==> src/design/ffba_pkg.sv <==
`timescale 1ns / 1ps
`default_nettype none

package ffba_pkg;

  localparam int unsigned PoolUnitsDefault = 1024;

  localparam int unsigned CmdW    = 2;
  localparam int unsigned StartW  = 10;
  localparam int unsigned LenW    = 11;
  localparam int unsigned StatusW = 2;
  localparam int unsigned UsedW   = 11;

  typedef enum logic [CmdW-1:0] {
    CMD_ALLOC = 2'd0,
    CMD_FREE  = 2'd1,
    CMD_QUERY = 2'd2
  } cmd_e;

  typedef enum logic [StatusW-1:0] {
    ST_OK      = 2'd0,
    ST_NOSPACE = 2'd1,
    ST_BAD     = 2'd2
  } status_e;

  typedef enum logic [2:0] {
    S_CLEAR,
    S_IDLE,
    S_DECODE,
    S_SCAN,
    S_MARK,
    S_FREE,
    S_RESP
  } state_e;

  typedef struct packed {
    logic [CmdW-1:0]   cmd;
    logic [StartW-1:0] block_start;
    logic [LenW-1:0]   block_length;
  } in_t;

  typedef struct packed {
    logic [StatusW-1:0] status;
    logic [StartW-1:0]  granted_start;
    logic [UsedW-1:0]   used_units;
  } out_t;

endpackage

`default_nettype wire

==> src/design/ffba_ram.sv <==
`timescale 1ns / 1ps
`default_nettype none

module ffba_ram #(
  parameter int unsigned Width = 1,
  parameter int unsigned Depth = 1024
) (
  input  wire logic                     clk_i,
  input  wire logic                     we_i,
  input  wire logic [$clog2(Depth)-1:0] waddr_i,
  input  wire logic [Width-1:0]         wdata_i,
  input  wire logic                     re_i,
  input  wire logic [$clog2(Depth)-1:0] raddr_i,
  output logic      [Width-1:0]         rdata_o
);

  logic [Width-1:0] mem_q [Depth];

  always_ff @(posedge clk_i) begin
    if (we_i) begin
      mem_q[waddr_i] <= wdata_i;
    end
  end

  always_ff @(posedge clk_i) begin
    if (re_i) begin
      rdata_o <= mem_q[raddr_i];
    end
  end

endmodule

`default_nettype wire

==> src/design/first_fit_bitmap_allocator.sv <==
// query and rejected commands go from the decode state straight to the result state
// allocate: scans the map upward from unit 0 for the first free run of the length,
//   marks it used, or reports no space at the pool end; free: clears the range
// one command in flight; the next transfer is taken once the result is registered
// reset: a pass over every unit clears the used map, input stalled until it ends
`timescale 1ns / 1ps
`default_nettype none

module first_fit_bitmap_allocator
  import ffba_pkg::*;
#(
  parameter int unsigned PoolUnits = PoolUnitsDefault
) (
  input  wire logic clk_i,
  input  wire logic rst_ni,
  input  wire logic in_valid_i,
  output logic      in_stall_o,
  input  wire in_t  in_data_i,
  output logic      out_valid_o,
  input  wire logic out_stall_i,
  output out_t      out_data_o
);

  localparam int unsigned IdxW = $clog2(PoolUnits);
  localparam int unsigned CntW = $clog2(PoolUnits + 1);
  localparam int unsigned CmpW = ((CntW > LenW) ? CntW : LenW) + 1;
  localparam logic [CntW-1:0] PoolCnt = CntW'(PoolUnits);
  localparam logic [CmpW-1:0] PoolCmp = CmpW'(PoolUnits);

  state_e state_q, state_d;

  logic [CmdW-1:0]   cmd_q, cmd_d;
  logic [StartW-1:0] start_q, start_d;
  logic [LenW-1:0]   len_q, len_d;
  logic [CntW-1:0]   ptr_q, ptr_d;
  logic [CntW-1:0]   lim_q, lim_d;
  logic [CntW-1:0]   run_q, run_d;
  logic [CntW-1:0]   used_q, used_d;
  logic              chk_vld_q, chk_vld_d;
  status_e           status_q, status_d;
  logic [IdxW-1:0]   grant_q, grant_d;
  out_t              out_q, out_d;
  logic              out_valid_q, out_valid_d;

  logic            ram_we;
  logic [IdxW-1:0] ram_waddr;
  logic [0:0]      ram_wdata;
  logic            ram_re;
  logic [IdxW-1:0] ram_raddr;
  logic [0:0]      ram_rdata;

  logic            in_take;
  logic [CmpW-1:0] len_cmp;
  logic [CmpW-1:0] start_cmp;
  logic [CmpW-1:0] end_cmp;
  logic            len_bad;
  logic            rng_bad;
  logic [CntW-1:0] chk_idx;
  logic [CntW-1:0] run_inc;
  logic [CntW-1:0] first_idx;
  logic            hit;
  logic            scan_end;
  logic            free_end;
  logic            mark_last;
  logic            clear_last;
  logic            resp_go;

  ffba_ram #(
    .Width(1),
    .Depth(PoolUnits)
  ) u_map (
    .clk_i  (clk_i),
    .we_i   (ram_we),
    .waddr_i(ram_waddr),
    .wdata_i(ram_wdata),
    .re_i   (ram_re),
    .raddr_i(ram_raddr),
    .rdata_o(ram_rdata)
  );

  assign in_stall_o  = (state_q != S_IDLE);
  assign in_take     = in_valid_i && !in_stall_o;
  assign out_valid_o = out_valid_q;
  assign out_data_o  = out_q;

  assign len_cmp   = CmpW'(len_q);
  assign start_cmp = CmpW'(start_q);
  assign end_cmp   = start_cmp + len_cmp;
  assign len_bad   = (len_q == '0) || (len_cmp > PoolCmp);
  assign rng_bad   = (len_q == '0) || (start_cmp >= PoolCmp) || (end_cmp > PoolCmp);

  // the read issued last cycle belongs to the unit just below the pointer
  assign chk_idx    = ptr_q - CntW'(1);
  assign run_inc    = run_q + CntW'(1);
  assign first_idx  = ptr_q - CntW'(len_q);
  assign hit        = chk_vld_q && !ram_rdata[0] && (CmpW'(run_inc) == len_cmp);
  assign scan_end   = chk_vld_q && (ptr_q == PoolCnt);
  assign free_end   = chk_vld_q && (ptr_q == lim_q);
  assign mark_last  = (run_q == CntW'(1));
  assign clear_last = (ptr_q == PoolCnt - CntW'(1));
  assign resp_go    = !out_valid_q || !out_stall_i;

  always_comb begin
    state_d = state_q;
    case (state_q)
      S_CLEAR: begin
        if (clear_last) state_d = S_IDLE;
      end
      S_IDLE: begin
        if (in_take) state_d = S_DECODE;
      end
      S_DECODE: begin
        case (cmd_q)
          CMD_ALLOC: state_d = len_bad ? S_RESP : S_SCAN;
          CMD_FREE:  state_d = rng_bad ? S_RESP : S_FREE;
          default:   state_d = S_RESP;
        endcase
      end
      S_SCAN: begin
        if (hit) begin
          state_d = S_MARK;
        end else if (scan_end) begin
          state_d = S_RESP;
        end
      end
      S_MARK: begin
        if (mark_last) state_d = S_RESP;
      end
      S_FREE: begin
        if (free_end) state_d = S_RESP;
      end
      S_RESP: begin
        if (resp_go) state_d = S_IDLE;
      end
      default: state_d = S_IDLE;
    endcase
  end

  always_comb begin
    cmd_d       = cmd_q;
    start_d     = start_q;
    len_d       = len_q;
    ptr_d       = ptr_q;
    lim_d       = lim_q;
    run_d       = run_q;
    used_d      = used_q;
    chk_vld_d   = chk_vld_q;
    status_d    = status_q;
    grant_d     = grant_q;
    out_d       = out_q;
    out_valid_d = out_valid_q && out_stall_i;
    ram_we      = 1'b0;
    ram_waddr   = ptr_q[IdxW-1:0];
    ram_wdata   = 1'b0;
    ram_re      = 1'b0;
    ram_raddr   = ptr_q[IdxW-1:0];
    case (state_q)
      S_CLEAR: begin
        ram_we = 1'b1;
        ptr_d  = clear_last ? '0 : ptr_q + CntW'(1);
      end
      S_IDLE: begin
        if (in_take) begin
          cmd_d   = in_data_i.cmd;
          start_d = in_data_i.block_start;
          len_d   = in_data_i.block_length;
        end
      end
      S_DECODE: begin
        status_d  = ST_OK;
        grant_d   = '0;
        ptr_d     = '0;
        run_d     = '0;
        chk_vld_d = 1'b0;
        case (cmd_q)
          CMD_ALLOC: begin
            if (len_bad) status_d = ST_BAD;
          end
          CMD_FREE: begin
            if (rng_bad) status_d = ST_BAD;
            ptr_d = CntW'(start_q);
            lim_d = CntW'(end_cmp);
          end
          CMD_QUERY: status_d = ST_OK;
          default:   status_d = ST_BAD;
        endcase
      end
      S_SCAN: begin
        chk_vld_d = 1'b1;
        if (ptr_q != PoolCnt) begin
          ram_re = 1'b1;
          ptr_d  = ptr_q + CntW'(1);
        end
        if (chk_vld_q) begin
          run_d = ram_rdata[0] ? '0 : run_inc;
        end
        if (hit) begin
          // rewind to the run start and count the marks down from the length
          ptr_d   = first_idx;
          run_d   = CntW'(len_q);
          grant_d = first_idx[IdxW-1:0];
        end else if (scan_end) begin
          status_d = ST_NOSPACE;
        end
      end
      S_MARK: begin
        ram_we    = 1'b1;
        ram_wdata = 1'b1;
        ptr_d     = ptr_q + CntW'(1);
        run_d     = run_q - CntW'(1);
        if (mark_last) used_d = used_q + CntW'(len_q);
      end
      S_FREE: begin
        chk_vld_d = 1'b1;
        if (ptr_q != lim_q) begin
          ram_re = 1'b1;
          ptr_d  = ptr_q + CntW'(1);
        end
        if (chk_vld_q) begin
          ram_we    = 1'b1;
          ram_waddr = chk_idx[IdxW-1:0];
          if (ram_rdata[0]) used_d = used_q - CntW'(1);
        end
      end
      S_RESP: begin
        if (resp_go) begin
          out_d.status        = status_q;
          out_d.granted_start = StartW'(grant_q);
          out_d.used_units    = UsedW'(used_q);
          out_valid_d         = 1'b1;
        end
      end
      default: begin
        ptr_d = '0;
      end
    endcase
  end

  always_ff @(posedge clk_i or negedge rst_ni) begin
    if (!rst_ni) begin
      state_q     <= S_CLEAR;
      ptr_q       <= '0;
      run_q       <= '0;
      used_q      <= '0;
      chk_vld_q   <= 1'b0;
      out_valid_q <= 1'b0;
    end else begin
      state_q     <= state_d;
      ptr_q       <= ptr_d;
      run_q       <= run_d;
      used_q      <= used_d;
      chk_vld_q   <= chk_vld_d;
      out_valid_q <= out_valid_d;
    end
  end

  always_ff @(posedge clk_i) begin
    cmd_q    <= cmd_d;
    start_q  <= start_d;
    len_q    <= len_d;
    lim_q    <= lim_d;
    status_q <= status_d;
    grant_q  <= grant_d;
    out_q    <= out_d;
  end

`ifndef NO_ASSERTIONS
  a_used_bounded: assert property (@(posedge clk_i) disable iff (!rst_ni)
    used_q <= PoolCnt)
    else $error("used count above pool size");

  a_fail_no_grant: assert property (@(posedge clk_i) disable iff (!rst_ni)
    out_valid_o && (out_data_o.status != ST_OK) |-> (out_data_o.granted_start == '0))
    else $error("failed command reports a start index");

  a_scan_no_write: assert property (@(posedge clk_i) disable iff (!rst_ni)
    (state_q == S_SCAN) |-> !ram_we)
    else $error("map written during scan");

  a_scan_count_stable: assert property (@(posedge clk_i) disable iff (!rst_ni)
    (state_q == S_SCAN) |=> (used_q == $past(used_q)))
    else $error("used count moved during scan");
`endif

endmodule

`default_nettype wire
==> config.mk <==
export PLATFORM = sky130hd
export DESIGN_NAME = first_fit_bitmap_allocator
export DESIGN_NICKNAME = d
export VERILOG_FILES = /design/src/design/ffba_pkg.sv /design/src/design/ffba_ram.sv /design/src/design/first_fit_bitmap_allocator.sv
export SDC_FILE = /design/constraint.sdc
export NUM_CORES = 2
export LEC_CHECK = 0
export ABC_CLOCK_PERIOD_IN_PS = 25500
export BUFFER_PORTS_ARGS = -buffer_cell sky130_fd_sc_hd__buf_2
export CORE_ASPECT_RATIO = 0.5
export CORE_UTILIZATION = 55
export CTS_CLUSTER_DIAMETER = 200
export CTS_CLUSTER_SIZE = 8
export DETAILED_ROUTE_END_ITERATION = 6
export PLACE_DENSITY = 0.69
export SLEW_MARGIN = 20
export SYNTH_ARGS = -nofsm -noshare
export SYNTH_HDL_FRONTEND = slang
export SYNTH_SLANG_ARGS = --single-unit
==> constraint.sdc <==
create_clock -name clk_i -period 25.5 [get_ports clk_i]
set_clock_uncertainty 0.2 [all_clocks]
set_input_delay 0 -clock clk_i [delete_from_list [all_inputs] [get_ports clk_i]]
set_output_delay 0 -clock clk_i [all_outputs]
set_load 0.01 [all_outputs]
==> flow_metrics.env <==
export IMPL_dpl_hpwl_um=80200
export IMPL_fp_dieW_um=433
export IMPL_htreeDepth=4
export IMPL_crit_type="reg -> reg"
export IMPL_clockBufferDepth=3
export IMPL_rsz0062_at_grt="false"
export IMPL_first_iter_violations=4999
export IMPL_clock_latency_ps=780
export IMPL_cts_setup_buffers=0
export IMPL_crit_arrival_ps=5790
export IMPL_io_buffers=51
export IMPL_placed_cell_area_mm2=0.0523
export IMPL_hp_class="in -> async"
export IMPL_p_leak_nw=17.8
export IMPL_grt_pass1_vias=31600
export IMPL_path_clk_slew_ps=60
export IMPL_p_per_area_mw_per_mm2=101
export IMPL_ant_nets=0
export IMPL_drv_cap=0
export IMPL_numCtsBuffers=159
export IMPL_slew_viol_final=0
export IMPL_io_pins=52
export IMPL_hold_viol_final=0
export IMPL_slew_headroom_pct=23.2
export IMPL_syn2layout_area_growth_pct=12.0
export IMPL_setup_tns_final_ps=0
export IMPL_viasPerCell=6.61
export IMPL_routabilityCongestion=0.891
export IMPL_ys_types=83
export IMPL_layout_setup_ws_ps=19960
export IMPL_antenna_cells=0
export IMPL_cts_sinks=1132
export IMPL_ir_drop_uv=69.9
export IMPL_setup_worst_path_start_class="register"
export IMPL_grt_pass1_wl_um=210000
export IMPL_die_area_mm2=0.0943
export IMPL_cp_slowest_cell="dfrtp_4"
export IMPL_grt_start_max_net_pins=306
export IMPL_setup_viol=0
export IMPL_slowest_delay_ps=980
export IMPL_outcome="finished, final reports clean"
export IMPL_placed_cells=4738
export IMPL_period_share_pct=21.7
export IMPL_fin_cells=4991
export IMPL_synth_area_per_cell_um2=13.9
export IMPL_syn_inst=3693
export IMPL_syn_area_mm2=0.0512
export IMPL_synth_ff_type="edfxtp_1"
export IMPL_syn_nets=3759
export IMPL_layout_common_cells="nor2_1 (1,100), edfxtp_1 (1,094), mux4_2 (259), clkbuf_16 (162), nand2_1 (95)"
export IMPL_ys_seq_area_share_pct=66.1
export IMPL_ys_warnings_count=0
export IMPL_drc=0
export IMPL_crit_chain="clkinv_1, ha_1, nand3_1, or2_1, or3_1, xnor2_1, nor2_1, nand2_1, nor2_1"
export IMPL_drive_above_1_share_pct=17.5
export IMPL_end_kind="register"
export IMPL_fp_dieH_um=218
export IMPL_fin_crit_ps=5540
export IMPL_max_freq_mhz=180
export IMPL_grt_remaining_overflow=0
export IMPL_antenna_found_initial=3
export IMPL_start_util_pct=56.0
export IMPL_place_ws_ps=20080
export IMPL_final_common_cell="nor2_1"
export IMPL_crit_top_cell="nor2_1"
export IMPL_tightest_slew_ps=1150
export IMPL_root_buffer="clkbuf_16"
export IMPL_core_mm2=0.0913
export IMPL_num_nets_final=3778
export IMPL_synth_edf_count=1094
export IMPL_finalCoreUtilization_pct=62.7
export IMPL_synthArstFlopShare_pct=3.36
export IMPL_cp_max_fo=39
export IMPL_cts_tree="built"
export IMPL_wirelength_um=144000
export IMPL_fin_area_mm2=0.0573
export IMPL_globalRouteTotalUtil_pct=31.0
export IMPL_drtPass1Iterations=6
export IMPL_vias=33000
export IMPL_wire_per_inst_um=28.9
export IMPL_synth_seq_cells=1132
export IMPL_critical_path_required_ps=25740
export IMPL_rows=78
export IMPL_post_cts_resized=0
[final cells by class]
cell class                 instances  area [um^2]
clock buffer                     188         4150
sequential                      1132        33800
clock inverter                    12          186
timing repair buffer             181         1450
tap                             1240         1550
fill                            6619        34100
multi-input combinational       2195        16000
inverter                          43          169
[worst max-delay path: cells and delay by family (launching register included)]
family	cells	cell delay (ps)
and+or+nand+nor	6	2790
DFF	1	980
buffers and inverters	1	670
adders and majority gates	1	430
xor gates and xnor gates	1	100
[layer usage]
metal / GRT usage (%) / routed length [um]
met1: 43.4 / 54500
met2: 46.9 / 65500
met3: 8.51 / 19500
met4: 11.4 / 4780
met5: 0 / 0
[timing repair]
| item | 4_1_cts | 5_1_grt |
|---|---|---|
| hold buffers | 52 | 0 |
| endpoints found under the setup margin | 0 | 0 |
| hold endpoints to repair | 111 | 0 |
[power breakdown]
| part | total, mW | switching, mW | internal [mW] |
|---|---|---|---|
| Sequential | 2.36 | 0.0936 | 2.27 |
| Clock | 1.91 | 0.768 | 1.14 |
| Combinational | 1.54 | 0.995 | 0.547 |
| Total | 5.81 | 1.86 | 3.96 |
[through the flow]
step	power, mW	hold WS [ps]
2_1_floorplan	3.58	-496
3_3_place_gp	3.87	-22.3
3_5_place_dp	3.90	-21.4
4_1_cts	5.79	83.4
5_1_grt	6.00	178
6_report	5.81	135
[synth_stat cells, types with 27 or more instances]
library cell | n | area, um^2
mux2i_1 | 68 | 681
a21oi_1 | 60 | 300
buf_1 | 33 | 124
mux4_2 | 259 | 5830
buf_2 | 82 | 410
dfrtp_1 | 38 | 951
nor2_1 | 1103 | 4140
nand2_1 | 142 | 533
nand3_1 | 43 | 215
o21ai_0 | 44 | 220
inv_1 | 36 | 135
xnor2_1 | 44 | 385
clkbuf_1 | 193 | 724
a22oi_1 | 27 | 203
ha_1 | 36 | 450
edfxtp_1 | 1094 | 32900
[cells by family after synthesis]
| group | count (synthesis) | share of synthesized area, % |
|---|---|---|
| AOI/OAI and AO/OA | 321 | 4.39 |
| xor gates and xnor gates | 64 | 1.11 |
| adders and majority gates | 39 | 0.998 |
| buffers and inverters | 366 | 3.00 |
| DFF | 1132 | 66.1 |
| muxes | 332 | 12.8 |
| and+or+nand+nor | 1439 | 11.6 |
[registers in the layout, summed over array words and instances, names as in the netlist]
name           cells
run_q             11
chk_vld_q          1
out_valid_o        1
len_q             11
used_q            11
ptr_q             11
status_q           2
grant_q           10
start_q           10
u_map.rdata_o      1
cmd_q              2
lim_q             11
state_q            3
out_data_o        23
u_map.mem_q     1024
[final timing paths]
| path | slack [ps] | to | from | depth (start not counted) |
|---|---|---|---|---|
| max in group asynchronous | 24740 | ptr_q[2] | rst_ni | 4 |
| min in group clk_i | 170 | out_data_o[7] | out_stall_i | 4 |
| hold reg to reg | 220 | out_data_o[15] | grant_q[4] | 0 |
| hold / removal | 130 | used_q[7] | rst_ni | 4 |
| setup reg to reg | 19960 | u_map.mem_q[405] | ptr_q[0] | 9 |
| setup / recovery | 19960 | u_map.mem_q[405] | ptr_q[0] | 9 |
(Power assumes the default switching activity.)
